**src/rtl/rsfr_pkg.sv**
```systemverilog
// Shared types and constants for the bus-slave frame receiver.
// Used by every module of the block; depends on nothing.
package rsfr_pkg;

   localparam int MAX_PAYLOAD_DEF = 255;
   localparam int CMD_DEPTH = 4;

   localparam logic [7:0] START_BYTE = 8'hAA;
   localparam logic [15:0] BROADCAST_ADDR = 16'hFFFF;
   localparam logic [8:0] BROADCAST_SKIP = 9'd5;
   localparam logic [1:0] DRIVER_HOLD = 2'd2;

   localparam logic CSR_STORED_ADDRESS = 1'b0;
   localparam logic CSR_HARDWARE_TYPE = 1'b1;

   localparam logic [2:0] KIND_PAYLOAD = 3'd0;
   localparam logic [2:0] KIND_DELIVERED = 3'd1;
   localparam logic [2:0] KIND_ANSWER = 3'd2;
   localparam logic [2:0] KIND_TRANSMIT = 3'd3;
   localparam logic [2:0] KIND_ADDRESS = 3'd4;
   localparam logic [2:0] KIND_TICK = 3'd5;

   typedef enum logic [1:0] {
      CMD_TICK,
      CMD_ANSWER,
      CMD_PAYLOAD,
      CMD_ASSIGN
   } cmd_op_type;

   typedef struct packed {
      logic       req_type;
      logic [7:0] rx_byte;
      logic       rx_error;
   } req_type;

   typedef struct packed {
      logic [2:0]  kind;
      logic [7:0]  byte_value;
      logic [8:0]  byte_index;
      logic [15:0] message_id;
      logic [7:0]  message_length;
      logic [15:0] address_value;
      logic        driver_enable;
      logic        last;
   } rsp_type;

   typedef struct packed {
      cmd_op_type  op;
      logic        fin;
      logic        drv;
      logic [7:0]  value;
      logic [7:0]  prev;
      logic [8:0]  index;
      logic [15:0] ident;
      logic [7:0]  len;
      logic [15:0] addr;
      logic [15:0] hw;
   } cmd_type;

endpackage

```
**src/rtl/rsfr_front.sv**
```systemverilog
// Front end: frame parser, node address, driver timer and configuration registers.
// Turns each accepted word into at most one command. Depends on rsfr_pkg.
module rsfr_front #(
   parameter int MaxPayload = rsfr_pkg::MAX_PAYLOAD_DEF
) (
   input  logic              clock,
   input  logic              reset,
   input  logic              in_valid,
   input  rsfr_pkg::req_type in_item,
   input  logic              csr_write,
   input  logic              csr_index,
   input  logic [15:0]       csr_wdata,
   output logic              cmd_push,
   output rsfr_pkg::cmd_type cmd_data
);

   localparam logic [7:0] MaxLen = 8'(MaxPayload);

   typedef enum logic [2:0] {
      ST_START,
      ST_ADDR,
      ST_NEWADDR,
      ST_INFO,
      ST_DATA,
      ST_SKIP
   } state_type;

   state_type   state_ff, state_in;
   logic [8:0]  count_ff, count_in;
   logic [8:0]  skip_ff, skip_in;
   logic [15:0] frame_ff, frame_in;
   logic [15:0] assigned_ff, assigned_in;
   logic [15:0] ident_ff, ident_in;
   logic        write_ff, write_in;
   logic [7:0]  len_ff, len_in;
   logic [7:0]  prev_ff, prev_in;
   logic [15:0] node_ff, node_in;
   logic [15:0] hw_ff, hw_in;
   logic        drv_ff, drv_in;
   logic [1:0]  hold_ff, hold_in;
   logic [8:0]  count_inc;
   logic [7:0]  b;

   always_comb begin
      state_in = state_ff;
      count_in = count_ff;
      skip_in = skip_ff;
      frame_in = frame_ff;
      assigned_in = assigned_ff;
      ident_in = ident_ff;
      write_in = write_ff;
      len_in = len_ff;
      prev_in = prev_ff;
      node_in = node_ff;
      hw_in = hw_ff;
      drv_in = drv_ff;
      hold_in = hold_ff;
      b = in_item.rx_byte;
      count_inc = count_ff + 9'd1;
      cmd_push = 1'b0;
      cmd_data = '0;
      cmd_data.op = rsfr_pkg::CMD_TICK;
      cmd_data.value = b;
      cmd_data.prev = prev_ff;
      cmd_data.index = count_ff;
      cmd_data.ident = ident_ff;
      cmd_data.len = len_ff;
      cmd_data.hw = hw_ff;
      cmd_data.drv = drv_ff;

      if (csr_write) begin
         if (csr_index == rsfr_pkg::CSR_STORED_ADDRESS) begin
            node_in = csr_wdata;
         end else begin
            hw_in = csr_wdata;
         end
      end

      if (in_valid && in_item.req_type) begin
         if (hold_ff != 2'd0) begin
            hold_in = hold_ff - 2'd1;
            if (hold_ff == 2'd1) begin
               drv_in = 1'b0;
            end
         end
         cmd_push = 1'b1;
         cmd_data.op = rsfr_pkg::CMD_TICK;
         cmd_data.drv = drv_in;
      end else if (in_valid && !in_item.rx_error) begin
         prev_in = b;
         unique case (state_ff)
            ST_ADDR: begin
               if (count_ff == 9'd0) begin
                  frame_in = {b, 8'd0};
                  count_in = 9'd1;
               end else begin
                  frame_in = {frame_ff[15:8], b};
                  count_in = 9'd0;
                  if (frame_in == rsfr_pkg::BROADCAST_ADDR) begin
                     if (node_ff == rsfr_pkg::BROADCAST_ADDR) begin
                        state_in = ST_NEWADDR;
                     end else begin
                        state_in = ST_SKIP;
                        skip_in = rsfr_pkg::BROADCAST_SKIP;
                     end
                  end else begin
                     state_in = ST_INFO;
                     ident_in = 16'd0;
                  end
               end
            end
            ST_INFO: begin
               count_in = count_inc;
               if (count_ff == 9'd0) begin
                  ident_in = {b, 8'd0};
               end else if (count_ff == 9'd1) begin
                  ident_in = {ident_ff[15:8], b};
               end else if (count_ff == 9'd2) begin
                  write_in = (b == 8'd1);
               end else begin
                  len_in = b;
               end
               if (count_inc > 9'd3) begin
                  count_in = 9'd0;
                  if (frame_ff != node_ff) begin
                     skip_in = {1'b0, len_in};
                     state_in = ST_SKIP;
                  end else if (write_in) begin
                     if (len_in > MaxLen) begin
                        skip_in = {1'b0, len_in} + 9'd1;
                        state_in = ST_SKIP;
                     end else begin
                        state_in = ST_DATA;
                     end
                  end else begin
                     cmd_push = 1'b1;
                     cmd_data.op = rsfr_pkg::CMD_ANSWER;
                     cmd_data.ident = ident_in;
                     state_in = ST_START;
                  end
               end
            end
            ST_DATA: begin
               cmd_push = 1'b1;
               cmd_data.op = rsfr_pkg::CMD_PAYLOAD;
               count_in = count_inc;
               if ({1'b0, count_inc} >= ({2'b00, len_ff} + 10'd2)) begin
                  cmd_data.fin = 1'b1;
                  drv_in = 1'b1;
                  hold_in = rsfr_pkg::DRIVER_HOLD;
                  count_in = 9'd0;
                  state_in = ST_START;
               end
            end
            ST_NEWADDR: begin
               if (count_ff == 9'd0) begin
                  assigned_in = {b, 8'd0};
                  count_in = 9'd1;
               end else begin
                  assigned_in = {assigned_ff[15:8], b};
                  count_in = 9'd0;
                  node_in = assigned_in;
                  cmd_push = 1'b1;
                  cmd_data.op = rsfr_pkg::CMD_ASSIGN;
                  cmd_data.addr = assigned_in;
                  drv_in = 1'b1;
                  hold_in = rsfr_pkg::DRIVER_HOLD;
                  state_in = ST_START;
               end
            end
            ST_SKIP: begin
               if (skip_ff == 9'd0) begin
                  state_in = ST_START;
               end
               skip_in = skip_ff - 9'd1;
            end
            default: begin
               if (b == rsfr_pkg::START_BYTE) begin
                  state_in = ST_ADDR;
                  count_in = 9'd0;
               end else begin
                  state_in = ST_START;
               end
            end
         endcase
      end
   end

   always_ff @(posedge clock) begin
      if (reset) begin
         state_ff <= ST_START;
         count_ff <= '0;
         skip_ff <= '0;
         frame_ff <= '0;
         assigned_ff <= '0;
         ident_ff <= '0;
         write_ff <= 1'b0;
         len_ff <= '0;
         prev_ff <= '0;
         node_ff <= rsfr_pkg::BROADCAST_ADDR;
         hw_ff <= '0;
         drv_ff <= 1'b0;
         hold_ff <= '0;
      end else begin
         state_ff <= state_in;
         count_ff <= count_in;
         skip_ff <= skip_in;
         frame_ff <= frame_in;
         assigned_ff <= assigned_in;
         ident_ff <= ident_in;
         write_ff <= write_in;
         len_ff <= len_in;
         prev_ff <= prev_in;
         node_ff <= node_in;
         hw_ff <= hw_in;
         drv_ff <= drv_in;
         hold_ff <= hold_in;
      end
   end

endmodule

```
**src/rtl/rsfr_queue.sv**
```systemverilog
// Short command queue between the parser and the result serialiser.
// Depends on rsfr_pkg for the command type.
module rsfr_queue #(
   parameter int Depth = rsfr_pkg::CMD_DEPTH
) (
   input  logic              clock,
   input  logic              reset,
   input  logic              push,
   input  rsfr_pkg::cmd_type push_data,
   output logic              full,
   input  logic              pop,
   output logic              valid,
   output rsfr_pkg::cmd_type head
);

   localparam int PtrW = (Depth > 1) ? $clog2(Depth) : 1;
   localparam int CntW = $clog2(Depth + 1);
   localparam logic [PtrW-1:0] LastPtr = PtrW'(Depth - 1);
   localparam logic [CntW-1:0] DepthCnt = CntW'(Depth);

   rsfr_pkg::cmd_type mem [Depth];
   logic [PtrW-1:0] wr_ptr_ff, wr_ptr_in;
   logic [PtrW-1:0] rd_ptr_ff, rd_ptr_in;
   logic [CntW-1:0] count_ff, count_in;
   logic do_push, do_pop;

   assign full = (count_ff == DepthCnt);
   assign valid = (count_ff != '0);
   assign head = mem[rd_ptr_ff];
   assign do_push = push && !full;
   assign do_pop = pop && valid;

   always_comb begin
      wr_ptr_in = wr_ptr_ff;
      rd_ptr_in = rd_ptr_ff;
      count_in = count_ff;
      if (do_push) begin
         wr_ptr_in = (wr_ptr_ff == LastPtr) ? '0 : wr_ptr_ff + 1'b1;
      end
      if (do_pop) begin
         rd_ptr_in = (rd_ptr_ff == LastPtr) ? '0 : rd_ptr_ff + 1'b1;
      end
      if (do_push && !do_pop) begin
         count_in = count_ff + 1'b1;
      end else if (do_pop && !do_push) begin
         count_in = count_ff - 1'b1;
      end
   end

   always_ff @(posedge clock) begin
      if (do_push) begin
         mem[wr_ptr_ff] <= push_data;
      end
   end

   always_ff @(posedge clock) begin
      if (reset) begin
         wr_ptr_ff <= '0;
         rd_ptr_ff <= '0;
         count_ff <= '0;
      end else begin
         wr_ptr_ff <= wr_ptr_in;
         rd_ptr_ff <= rd_ptr_in;
         count_ff <= count_in;
      end
   end

endmodule

```
**src/rtl/rsfr_back.sv**
```systemverilog
// Back end: expands each command into its result words, one per cycle while rsp_pop keeps
// taking them, through a registered output stage. Depends on rsfr_pkg.
module rsfr_back (
   input  logic              clock,
   input  logic              reset,
   input  logic              cmd_valid,
   input  rsfr_pkg::cmd_type cmd_head,
   output logic              cmd_pop,
   output logic              rsp_empty,
   input  logic              rsp_pop,
   output rsfr_pkg::rsp_type rsp_data
);

   rsfr_pkg::cmd_type cmd_ff, cmd_in;
   rsfr_pkg::rsp_type out_ff, out_in;
   rsfr_pkg::rsp_type res;
   logic       busy_ff, busy_in;
   logic       out_valid_ff, out_valid_in;
   logic [2:0] step_ff, step_in;
   logic       advance, done;

   always_comb begin
      res = '0;
      res.driver_enable = 1'b1;
      res.kind = rsfr_pkg::KIND_TRANSMIT;
      case (cmd_ff.op)
         rsfr_pkg::CMD_TICK: begin
            res.kind = rsfr_pkg::KIND_TICK;
            res.driver_enable = cmd_ff.drv;
            res.last = 1'b1;
         end
         rsfr_pkg::CMD_ANSWER: begin
            res.kind = rsfr_pkg::KIND_ANSWER;
            res.message_id = cmd_ff.ident;
            res.driver_enable = cmd_ff.drv;
            res.last = 1'b1;
         end
         rsfr_pkg::CMD_PAYLOAD: begin
            case (step_ff)
               3'd0: begin
                  res.kind = rsfr_pkg::KIND_PAYLOAD;
                  res.byte_value = cmd_ff.value;
                  res.byte_index = cmd_ff.index;
                  res.driver_enable = cmd_ff.drv;
                  res.last = !cmd_ff.fin;
               end
               3'd1: begin
                  res.kind = rsfr_pkg::KIND_DELIVERED;
                  res.message_id = cmd_ff.ident;
                  res.message_length = cmd_ff.len;
                  res.driver_enable = cmd_ff.drv;
               end
               3'd2: res.byte_value = rsfr_pkg::START_BYTE;
               3'd3: res.byte_value = cmd_ff.prev;
               default: begin
                  res.byte_value = cmd_ff.value;
                  res.last = 1'b1;
               end
            endcase
         end
         default: begin
            case (step_ff)
               3'd0: begin
                  res.kind = rsfr_pkg::KIND_ADDRESS;
                  res.address_value = cmd_ff.addr;
                  res.driver_enable = cmd_ff.drv;
               end
               3'd1: res.byte_value = cmd_ff.addr[15:8];
               3'd2: res.byte_value = cmd_ff.addr[7:0];
               3'd3: res.byte_value = cmd_ff.hw[15:8];
               3'd4: res.byte_value = cmd_ff.hw[7:0];
               3'd5: res.byte_value = 8'd0;
               default: begin
                  res.byte_value = rsfr_pkg::START_BYTE ^ cmd_ff.hw[15:8] ^ cmd_ff.hw[7:0];
                  res.last = 1'b1;
               end
            endcase
         end
      endcase
   end

   assign advance = busy_ff && (!out_valid_ff || rsp_pop);
   assign done = advance && res.last;
   assign cmd_pop = cmd_valid && (!busy_ff || done);
   assign rsp_empty = !out_valid_ff;
   assign rsp_data = out_ff;

   always_comb begin
      cmd_in = cmd_ff;
      out_in = out_ff;
      busy_in = busy_ff;
      step_in = step_ff;
      out_valid_in = out_valid_ff;
      if (rsp_pop) begin
         out_valid_in = 1'b0;
      end
      if (advance) begin
         out_in = res;
         out_valid_in = 1'b1;
         step_in = step_ff + 3'd1;
      end
      if (done) begin
         busy_in = 1'b0;
      end
      if (cmd_pop) begin
         cmd_in = cmd_head;
         busy_in = 1'b1;
         step_in = 3'd0;
      end
   end

   always_ff @(posedge clock) begin
      cmd_ff <= cmd_in;
      out_ff <= out_in;
      if (reset) begin
         busy_ff <= 1'b0;
         out_valid_ff <= 1'b0;
         step_ff <= '0;
      end else begin
         busy_ff <= busy_in;
         out_valid_ff <= out_valid_in;
         step_ff <= step_in;
      end
   end

endmodule

```
**src/rtl/rs485_slave_frame_receiver_core.sv**
```systemverilog
// Top level of the bus-slave frame receiver: parser, command queue and serialiser.
// Depends on rsfr_pkg, rsfr_front, rsfr_queue and rsfr_back.
//
// An input word is taken whenever req_full is low, so words may arrive on consecutive
// cycles; the parser acts on each at once and hands at most one command to a four-entry
// queue. The serialiser turns each command into its result words at one per cycle while
// rsp_pop keeps taking them (one for a tick, an answer request or a payload byte, five for
// the last byte of a message, seven for an address assignment) through a registered output
// stage, so a word yields from none to seven result words, and with an idle serialiser its
// first result passes the queue, the command register and the output register before it
// reaches the result ports. req_full rises when four commands are waiting, either behind
// a stalled consumer or because commands that expand into several words arrive faster
// than they drain. Configuration writes take effect at the next clock edge.
module rs485_slave_frame_receiver_core #(
   parameter int MaxPayload = rsfr_pkg::MAX_PAYLOAD_DEF,
   parameter int CmdDepth = rsfr_pkg::CMD_DEPTH
) (
   input  logic              clock,
   input  logic              reset,
   input  logic              req_push,
   output logic              req_full,
   input  rsfr_pkg::req_type req_data,
   output logic              rsp_empty,
   input  logic              rsp_pop,
   output rsfr_pkg::rsp_type rsp_data,
   input  logic              csr_write,
   input  logic              csr_index,
   input  logic [15:0]       csr_wdata
);

   logic              accept;
   logic              cmd_push;
   rsfr_pkg::cmd_type cmd_data;
   logic              cmd_valid;
   logic              cmd_pop;
   rsfr_pkg::cmd_type cmd_head;

   assign accept = req_push && !req_full;

   rsfr_front #(
      .MaxPayload(MaxPayload)
   ) u_front (
      .clock     (clock),
      .reset     (reset),
      .in_valid  (accept),
      .in_item   (req_data),
      .csr_write (csr_write),
      .csr_index (csr_index),
      .csr_wdata (csr_wdata),
      .cmd_push  (cmd_push),
      .cmd_data  (cmd_data)
   );

   rsfr_queue #(
      .Depth(CmdDepth)
   ) u_queue (
      .clock     (clock),
      .reset     (reset),
      .push      (cmd_push),
      .push_data (cmd_data),
      .full      (req_full),
      .pop       (cmd_pop),
      .valid     (cmd_valid),
      .head      (cmd_head)
   );

   rsfr_back u_back (
      .clock     (clock),
      .reset     (reset),
      .cmd_valid (cmd_valid),
      .cmd_head  (cmd_head),
      .cmd_pop   (cmd_pop),
      .rsp_empty (rsp_empty),
      .rsp_pop   (rsp_pop),
      .rsp_data  (rsp_data)
   );

endmodule
```
**config.mk**
```make
export PLATFORM = sky130hd
export DESIGN_NAME = rs485_slave_frame_receiver_core
export DESIGN_NICKNAME = d
export VERILOG_FILES = /design/src/rtl/rsfr_pkg.sv /design/src/rtl/rsfr_front.sv /design/src/rtl/rsfr_queue.sv /design/src/rtl/rsfr_back.sv /design/src/rtl/rs485_slave_frame_receiver_core.sv
export SDC_FILE = /design/constraint.sdc
export NUM_CORES = 1
export LEC_CHECK = 0
export ABC_CLOCK_PERIOD_IN_PS = 15750
export BUFFER_PORTS_ARGS = -buffer_cell sky130_fd_sc_hd__buf_4
export CORE_ASPECT_RATIO = 0.7
export CORE_MARGIN = 5
export CORE_UTILIZATION = 45
export DETAILED_ROUTE_END_ITERATION = 10
export PLACE_DENSITY = 0.7
export SLEW_MARGIN = 20
export SYNTH_ARGS = -nofsm -noshare
export SYNTH_HDL_FRONTEND = slang
export SYNTH_SLANG_ARGS = --single-unit
```
**constraint.sdc**
```tcl
create_clock -name clock -period 15.75 [get_ports clock]
set_clock_uncertainty 0.1 [all_clocks]
set_input_delay 2.3625 -clock clock [delete_from_list [all_inputs] [get_ports clock]]
set_output_delay 2.3625 -clock clock [all_outputs]
set_load 0.05 [all_outputs]
```
==> reports/results.ini, run 1 <==
[worst_setup_path]
crit_top_cell=buf_4
worst_ep_arrival_time_ps=4780
critPathLaunchType=flip-flop
r2r.worst_path.cells=8
worst_r2r_start=u_back.step_ff[2]
timing.critical_path.buf_inv=3
critPathLaunch=u_back.step_ff[2]
cp_slowest_stage_delay_ps=870
end_kind=flip-flop
reg2reg_to=u_back.cmd_ff[23]
ff2ff_setup_slack_ps=11080
cp_num_cells=8
required_ps=15860
timing.critical_path.fanout_max=63
timing.critical_path.to=u_back.cmd_ff[23]
critical_path.cell_chain=inv_1, ha_1, or4_1, a21oi_1, nand2_1, a21oi_4, buf_4, buf_4
setup.worst_path.class=flip-flop to flip-flop
cell_family_with_most_cp_delay=buffers and inverters
crit_path_top_delay_cell=or4_1

[detailed_routing]
drt_drc_violations_left=0
drt_iter0_markers=1334
firstDrtPassIters=5
routed_wl_mm=54.7
viasPerCell=5.64
antenna_nets_post_route=0
routedWlPerCell_um=22.1
vias=13900

[die]
starting_density_of_the_core_pct=45.6
design.portCount=96
placeableCoreArea_um2=53900
floorplan.rows=71
vertical_die_dimension_um=206
die_w_um=289
die_area_um2=59500

[outcome]
run_status=complete, no violations

[final_layout]
mostFrequentLayoutCell=edfxtp_1
post_route_cells_drive_above_1_share_pct=18.4
layout-area-overhead-vs-synth_pct=13.2
final_core_utilization_pct=51.6
finish.net_count=1762
mostFrequentLayoutCells=edfxtp_1, nand2_1, dfxtp_1

[sta]
report.final.slew_viol_count=0
final.period_utilization_pct=29.7
fmax_mhz=214
setup_total_negative_slack_ps=0
setup_repair_after_global_routing_missed_its_margin=false
final_hold_viol_count=0
timing.slew.headroom_pct=28.2
finalSetupViolations=0
timing.final.ws_setup_ps=11080
finalWorstPathRequiredPeriod_ps=4670
worst_slew_pin_slew_ps=1070

[synth]
syn_inst=1618
seq_area_frac_synth_pct=69.6
ys_seq_elements=612
synth.distinct_cells=73
synthArstFlopShare_pct=0
syn_area_per_cell_um2=15.2
yosysWarnings=0
synth_enable_flop_cells=487
post_synth_instance_area_um2=24600
dominantRegCellSynth=edfxtp_1
synthesis.nets=1683

[placement]
pre_cts_ws_ps=10530
placement.io_buffers=95
detailedPlacementHpwl_mm=34.5
gp_congestion=0.842

[clock_tree]
h_tree_levels=2
postCtsSetupRepairBufs=0
tritoncts.num_buffers=55
cts_root_buf=clkbuf_16
cts_max_path_buffers=3
cts_tree=yes
number_of_gates_resized_after_cts=0
cts_hold_repair.buffers=0
clkSlewWorstSetupHoldPaths_ps=70
clock_latency_ps=620
clock_sink_count=612

[grt]
grt-ovfl-total=0
grt.met1_usage_pct=28.0
grt_pass1_vias=13600
grtUsageTotal_pct=18.5
gr-usage-met3_pct=3.65
busiest_layer=met1
grt_pass1_wl_mm=83.8
grt_start_max_net_pins=90
number_of_antenna_violations_at_the_first_check_in_global_routing=3
globalRouteMet2Util_pct=27.5

[pwr]
power_per_cell_area_nw_per_um2=167
ir_drop_mv=0.118
power.leakage_nw=9.33

[run]
number_of_maximum_capacitance_violations=0

[hold_path]
hp-class=flip-flop to flip-flop

## tightest hold or removal path: stages, from the launching register on
cell	delay [ps]
dfxtp_1	330
nand2_1	60
a21oi_1	50
## through the flow
| step | total power (W) | instance area, µm² | cells | hold slack [ps] |
|---|---|---|---|---|
| floorplan | 0.00301 | 24600 | 1618 | 344 |
| global placement | 0.00338 | 26100 | 2370 | 356 |
| detailed placement | 0.00339 | 26100 | 2370 | 369 |
| CTS | 0.00471 | 27800 | 2473 | 385 |
| global route | 0.00487 | 27800 | 2474 | 403 |
| finish | 0.00466 | 27800 | 2474 | 388 |
## where the power goes
| part | switching, W | internal [W] | total [W] |
|---|---|---|---|
| clock | 0.000589 | 0.000723 | 0.00131 |
| combinational | 0.000698 | 0.000399 | 0.00110 |
| sequential | 0.000157 | 0.00209 | 0.00225 |
## cell type report
cell class / instances / area (µm²)
antenna: 1 / 2.50
clock buffer: 66 / 1440
clock inverter: 37 / 342
fill: 4404 / 26100
inverter: 30 / 113
multi-input combinational: 884 / 7050
sequential: 612 / 17100
tap: 730 / 913
timing repair buffer: 114 / 860
## worst min path at each step
stage,from,endpoint,cells past startpoint
2_1_floorplan,u_front.frame_ff[0],u_front.frame_ff[0],2
3_3_place_gp,u_front.frame_ff[3],u_front.frame_ff[3],2
3_5_place_dp,u_front.frame_ff[6],u_front.frame_ff[6],2
4_1_cts,u_front.assigned_ff[12],u_front.node_ff[12],2
5_1_grt,u_front.frame_ff[1],u_front.frame_ff[1],2
6_report,u_front.frame_ff[0],u_front.frame_ff[0],2
## synth_stat cells (all sizes together), types with 12 or more instances
cell,n,share of area [%]
edfxtp,487,59
nand2,158,2.4
dfxtp,125,10
mux4,85,7.8
a21oi,77,1.6
nor2,71,1.1
clkbuf,67,1.0
and2,54,1.4
o21ai,50,1.0
nand3,39,0.86
a22oi,36,1.1
xnor2,34,1.2
ha,32,1.6
inv,30,0.46
mux2i,29,1.2
and3,27,0.71
buf,25,0.53
nand4,16,0.43
xor2,15,0.53
a22o,14,0.50
nor2b,14,0.36
nor3,14,0.41
nor4,12,0.51
o211ai,12,0.41
## per-layer routing
layer,up-vias,share of wire (%),routed length [µm]
met3,71,7.2,3950
met5,-,0,0
met4,0,2.0,1090
met2,463,45,24500
li1,6309,-,-
met1,7098,46,25100
## flip-flops by register name, summed over array words and instances (netlist names), 9 cells and up
name              cells
u_front.frame_ff     16
u_queue.mem         340
u_front.skip_ff       9
u_front.ident_ff     16
u_front.node_ff      16
u_back.rsp_data      62
u_front.count_ff      9
u_front.hw_ff        16
u_back.cmd_ff        85
## kinds of logic (layout without fill, tap and decap cells)
group / count (synthesis) / after routing / synth area share [%]
XOR/XNOR: 49 / 49 / 1.74
adder cells (fa/ha/maj): 33 / 33 / 1.71
buffers and inverters: 122 / 247 / 2.01
other: 0 / 1 / 0
AND/OR/NAND/NOR: 440 / 440 / 9.27
flip-flops: 612 / 612 / 69.6
AO/OA/AOI/OAI: 237 / 237 / 6.19
multiplexers: 125 / 125 / 9.46
Note: power is estimated with default switching activity, not from simulation.
==> run 2, diff against run 1 <==
--- a/config.mk
+++ b/config.mk
@@ -5,7 +5,8 @@
 export SDC_FILE = /design/constraint.sdc
 export NUM_CORES = 1
 export LEC_CHECK = 0
-export ABC_CLOCK_PERIOD_IN_PS = 15750
+export ABC_AREA = 1
+export ABC_CLOCK_PERIOD_IN_PS = 4370
 export BUFFER_PORTS_ARGS = -buffer_cell sky130_fd_sc_hd__buf_4
 export CORE_ASPECT_RATIO = 0.7
 export CORE_MARGIN = 5
==> constraint.sdc (replaced) <==
create_clock -name clock -period 4.37 [get_ports clock]
set_clock_uncertainty 0.1 [all_clocks]
set_input_delay 0.6555 -clock clock [delete_from_list [all_inputs] [get_ports clock]]
set_output_delay 0.6555 -clock clock [all_outputs]
set_load 0.05 [all_outputs]
==> run 2 against run 1 <==
Non-clock buffer count is 6 higher. Clock-buffer cell count increased by 11. Worst setup slack got worse by 10000 ps. Critical path depth increased by 7.
==> reports/results.ini, run 2 <==
[outcome]
run_status=complete, no violations

[worst_setup_path]
critPathLaunchType=flip-flop
required_ps=4760  ; -11100 ps
reg2reg_to=u_queue.count_ff[2]
r2r.worst_path.cells=15  ; +7
critPathLaunch=u_back.step_ff[0]
worst_r2r_start=u_back.step_ff[0]
setup.worst_path.class=flip-flop to flip-flop
ff2ff_setup_slack_ps=880  ; -10200 ps
timing.critical_path.fanout_max=17  ; -73%
end_kind=flip-flop
worst_ep_arrival_time_ps=3880  ; -900 ps

[synth]
synth_most_common_cell=edfxtp_1
seq_area_frac_synth_pct=68.1  ; -1.5 points
share_of_the_synthesized_area_in_the_top_cell_type_pct=58.2  ; -1.3 points
synth-compound-area-share_pct=11.7  ; +5.5 points
synth_enable_flop_cells=487  ; unchanged
synthesis.nets=2351  ; +40%
synth_adder_area_share_pct=1.67  ; -0.037 points
synth.largest_area_cell=edfxtp_1
syn_inst=2286  ; +41%
yosys-top-cells-area=edfxtp_1, dfxtp_1, nor2_1, o21ai_0, nand2_1
synthMuxAreaShare_pct=0  ; -9.5 points
post_synth_and_or_nand_nor_area_fraction_pct=12.9  ; +3.6 points
synth.distinct_cells=49  ; -33%
yosysWarnings=0  ; unchanged
combinational_family_with_the_most_area_after_synthesis=simple AND/OR/NAND/NOR gates
yosys.area_share.xor_xnor_pct=1.08  ; -0.66 points
synthArstFlopShare_pct=0  ; unchanged
dominantRegCellSynth=edfxtp_1
post_synth_instance_area_um2=25100  ; +2.2%
ys_seq_elements=612  ; unchanged
syn_area_per_cell_um2=11.0  ; -28%
synthTopCellsByCount=edfxtp_1, nor2_1, o21ai_0

[clock_tree]
cts_hold_repair.buffers=0  ; unchanged
cts_max_path_buffers=3  ; unchanged
h_tree_levels=2  ; unchanged
postCtsSetupRepairBufs=0  ; unchanged
clkSlewWorstSetupHoldPaths_ps=60  ; about the same
cts_root_buf=clkbuf_16
cts_tree=yes
tritoncts.num_buffers=56  ; +1.8%
clock_latency_ps=610  ; about the same
number_of_gates_resized_after_cts=0  ; unchanged
clock_sink_count=612  ; unchanged

[pwr]
ir_drop_mv=0.528  ; +350%
power_frac_clock_pct=27.7  ; -0.5 points
power.leakage_nw=10.6  ; +13%
power_per_cell_area_nw_per_um2=627  ; +280%
pwr-share-comb_pct=27.6  ; +4.0 points
p_seq_share_pct=44.7  ; -3.6 points
switching_share_pct=34.4  ; +3.4 points
p_int_w=0.0118  ; +270%
total_switching_power_w=0.00617  ; +330%

[sta]
final.period_utilization_pct=79.9  ; +50 points
setup_repair_after_global_routing_missed_its_margin=false
final_hold_viol_count=0  ; unchanged
hold-worst-slack_ps=232  ; -156 ps
timing.final.ws_setup_ps=878  ; -10200 ps
worst_slew_pin_slew_ps=959  ; -109 ps
finalSetupViolations=0  ; unchanged
report.final.slew_viol_count=0  ; unchanged
fmax_mhz=286  ; +34%
timing.slew.headroom_pct=36.1  ; +7.9 points
finalWorstPathRequiredPeriod_ps=3490  ; -1180 ps

[die]
design.portCount=96  ; unchanged
placeableCoreArea_um2=55300  ; +2.6%
vertical_die_dimension_um=208  ; +1.0%
floorplan.rows=72  ; +1.4%
die_area_um2=60800  ; +2.1%
die_w_um=293  ; +1.1%
starting_density_of_the_core_pct=45.5  ; -0.16 points

[grt]
grt_pass1_vias=15800  ; +16%
number_of_antenna_violations_at_the_first_check_in_global_routing=1  ; -2
grt_start_max_net_pins=173  ; +92%
grt-ovfl-total=0  ; unchanged
grtUsageTotal_pct=19.6  ; +1.1 points
grt_pass1_wl_mm=93.6  ; +12%

[final_layout]
mostFrequentLayoutCell=edfxtp_1
largest-register=u_queue.mem
largest_register_ff_count=340  ; unchanged
layout-area-overhead-vs-synth_pct=13.7
antenna-diode-count=0  ; -1
finish.net_count=2426  ; +38%
design_area_um2=28600  ; +2.6%
mostFrequentLayoutCells=edfxtp_1, nor2_1, o21ai_0
post_route_cells_drive_above_1_share_pct=11.6  ; -6.8 points

[placement]
detailedPlacementHpwl_mm=39.4  ; +14%
pre_cts_ws_ps=903  ; -9630 ps
placement.io_buffers=95  ; unchanged
gp_congestion=0.909  ; +7.8%
postPlaceCellArea_um2=26700  ; +2.5%

[hold_path]
min_path_cells=3  ; +1
hold_start=rsp_pop
hp-class=input pin to flip-flop
worst_hold_path.endpoint=u_back.out_valid_ff

[detailed_routing]
routed_wl_mm=61.4  ; +12%
vias=17000  ; +22%
viasPerCell=5.40  ; -4.1%
drt_drc_violations_left=0  ; unchanged
drt_iter0_markers=1587  ; +19%
firstDrtPassIters=5  ; unchanged
routedWlPerCell_um=19.5  ; -12%
antenna_nets_post_route=0  ; unchanged

[run]
number_of_maximum_capacitance_violations=0  ; unchanged

[run 2: cell families after synthesis]
logic type	after synthesis
AOI/OAI and AO/OA	538
buffers and inverters	300
xor gates and xnor gates	31
and+or+nand+nor	772
adders and majority gates	33
DFF	612
[run 2: worst max-delay path by stage]
stage               cells past startpoint                   to  slack, ps
floorplan                              13    u_queue.mem[0][0]       -110
global placement                       19  u_queue.count_ff[2]        910
detailed placement                     15   u_queue.mem[1][37]        900
CTS                                    18  u_queue.count_ff[2]        910
global route                           20  u_queue.count_ff[2]        600
finish                                 15  u_queue.count_ff[2]        880
[run 2: per-layer routing]
metal | GRT usage, % | up-vias | share of wire (%)
met1 | 30.8 | 8207 | 48
met4 | 4.31 | 0 | 1.8
met5 | 0 | - | 0
li1 | - | 8108 | -
met2 | 28.6 | 619 | 43
met3 | 3.37 | 82 | 6.9
[run 2: layout make-up]
cell class / count / area (µm²)
fillers: 4798 / 26700
flip-flops and latches: 612 / 17100
multi-input cells: 1374 / 6890
clock buffers: 77 / 1610
repair buffers: 120 / 1000
well taps: 740 / 926
inverters: 197 / 749
clock inverters: 29 / 273
[run 2: through the flow]
step / total power, W / setup TNS (ps) / util (%) / cells
2_1_floorplan: 0.0113 / -38160 / - / 2286
3_3_place_gp: 0.0130 / 0 / 48.3 / 3043
3_5_place_dp: 0.0131 / 0 / 48.3 / 3043
4_1_cts: 0.0181 / 0 / 51.7 / 3149
5_1_grt: 0.0188 / 0 / 51.7 / 3149
6_report: 0.0179 / 0 / 51.7 / 3149
[run 2: critical path, cell delays in order, from the launching register on]
cell,delay (ps)
dfxtp_1,390
ha_1,180
ha_1,590
nor2_4,160
nand2_1,260
a22oi_1,160
nand2_1,100
nand2_1,80
nand2_2,160
ha_1,170
inv_1,70
fa_1,450
a21oi_1,150
o21ai_0,120
o21ai_0,170
a21oi_1,60
[run 2: power by group through the flow]
stage	combinational (W)	sequential, W	clock, W
2_1_floorplan	0.00249	0.00880	0
3_3_place_gp	0.00488	0.00812	0
3_5_place_dp	0.00496	0.00815	0
4_1_cts	0.00498	0.00803	0.00504
5_1_grt	0.00541	0.00810	0.00531
6_report	0.00495	0.00802	0.00496
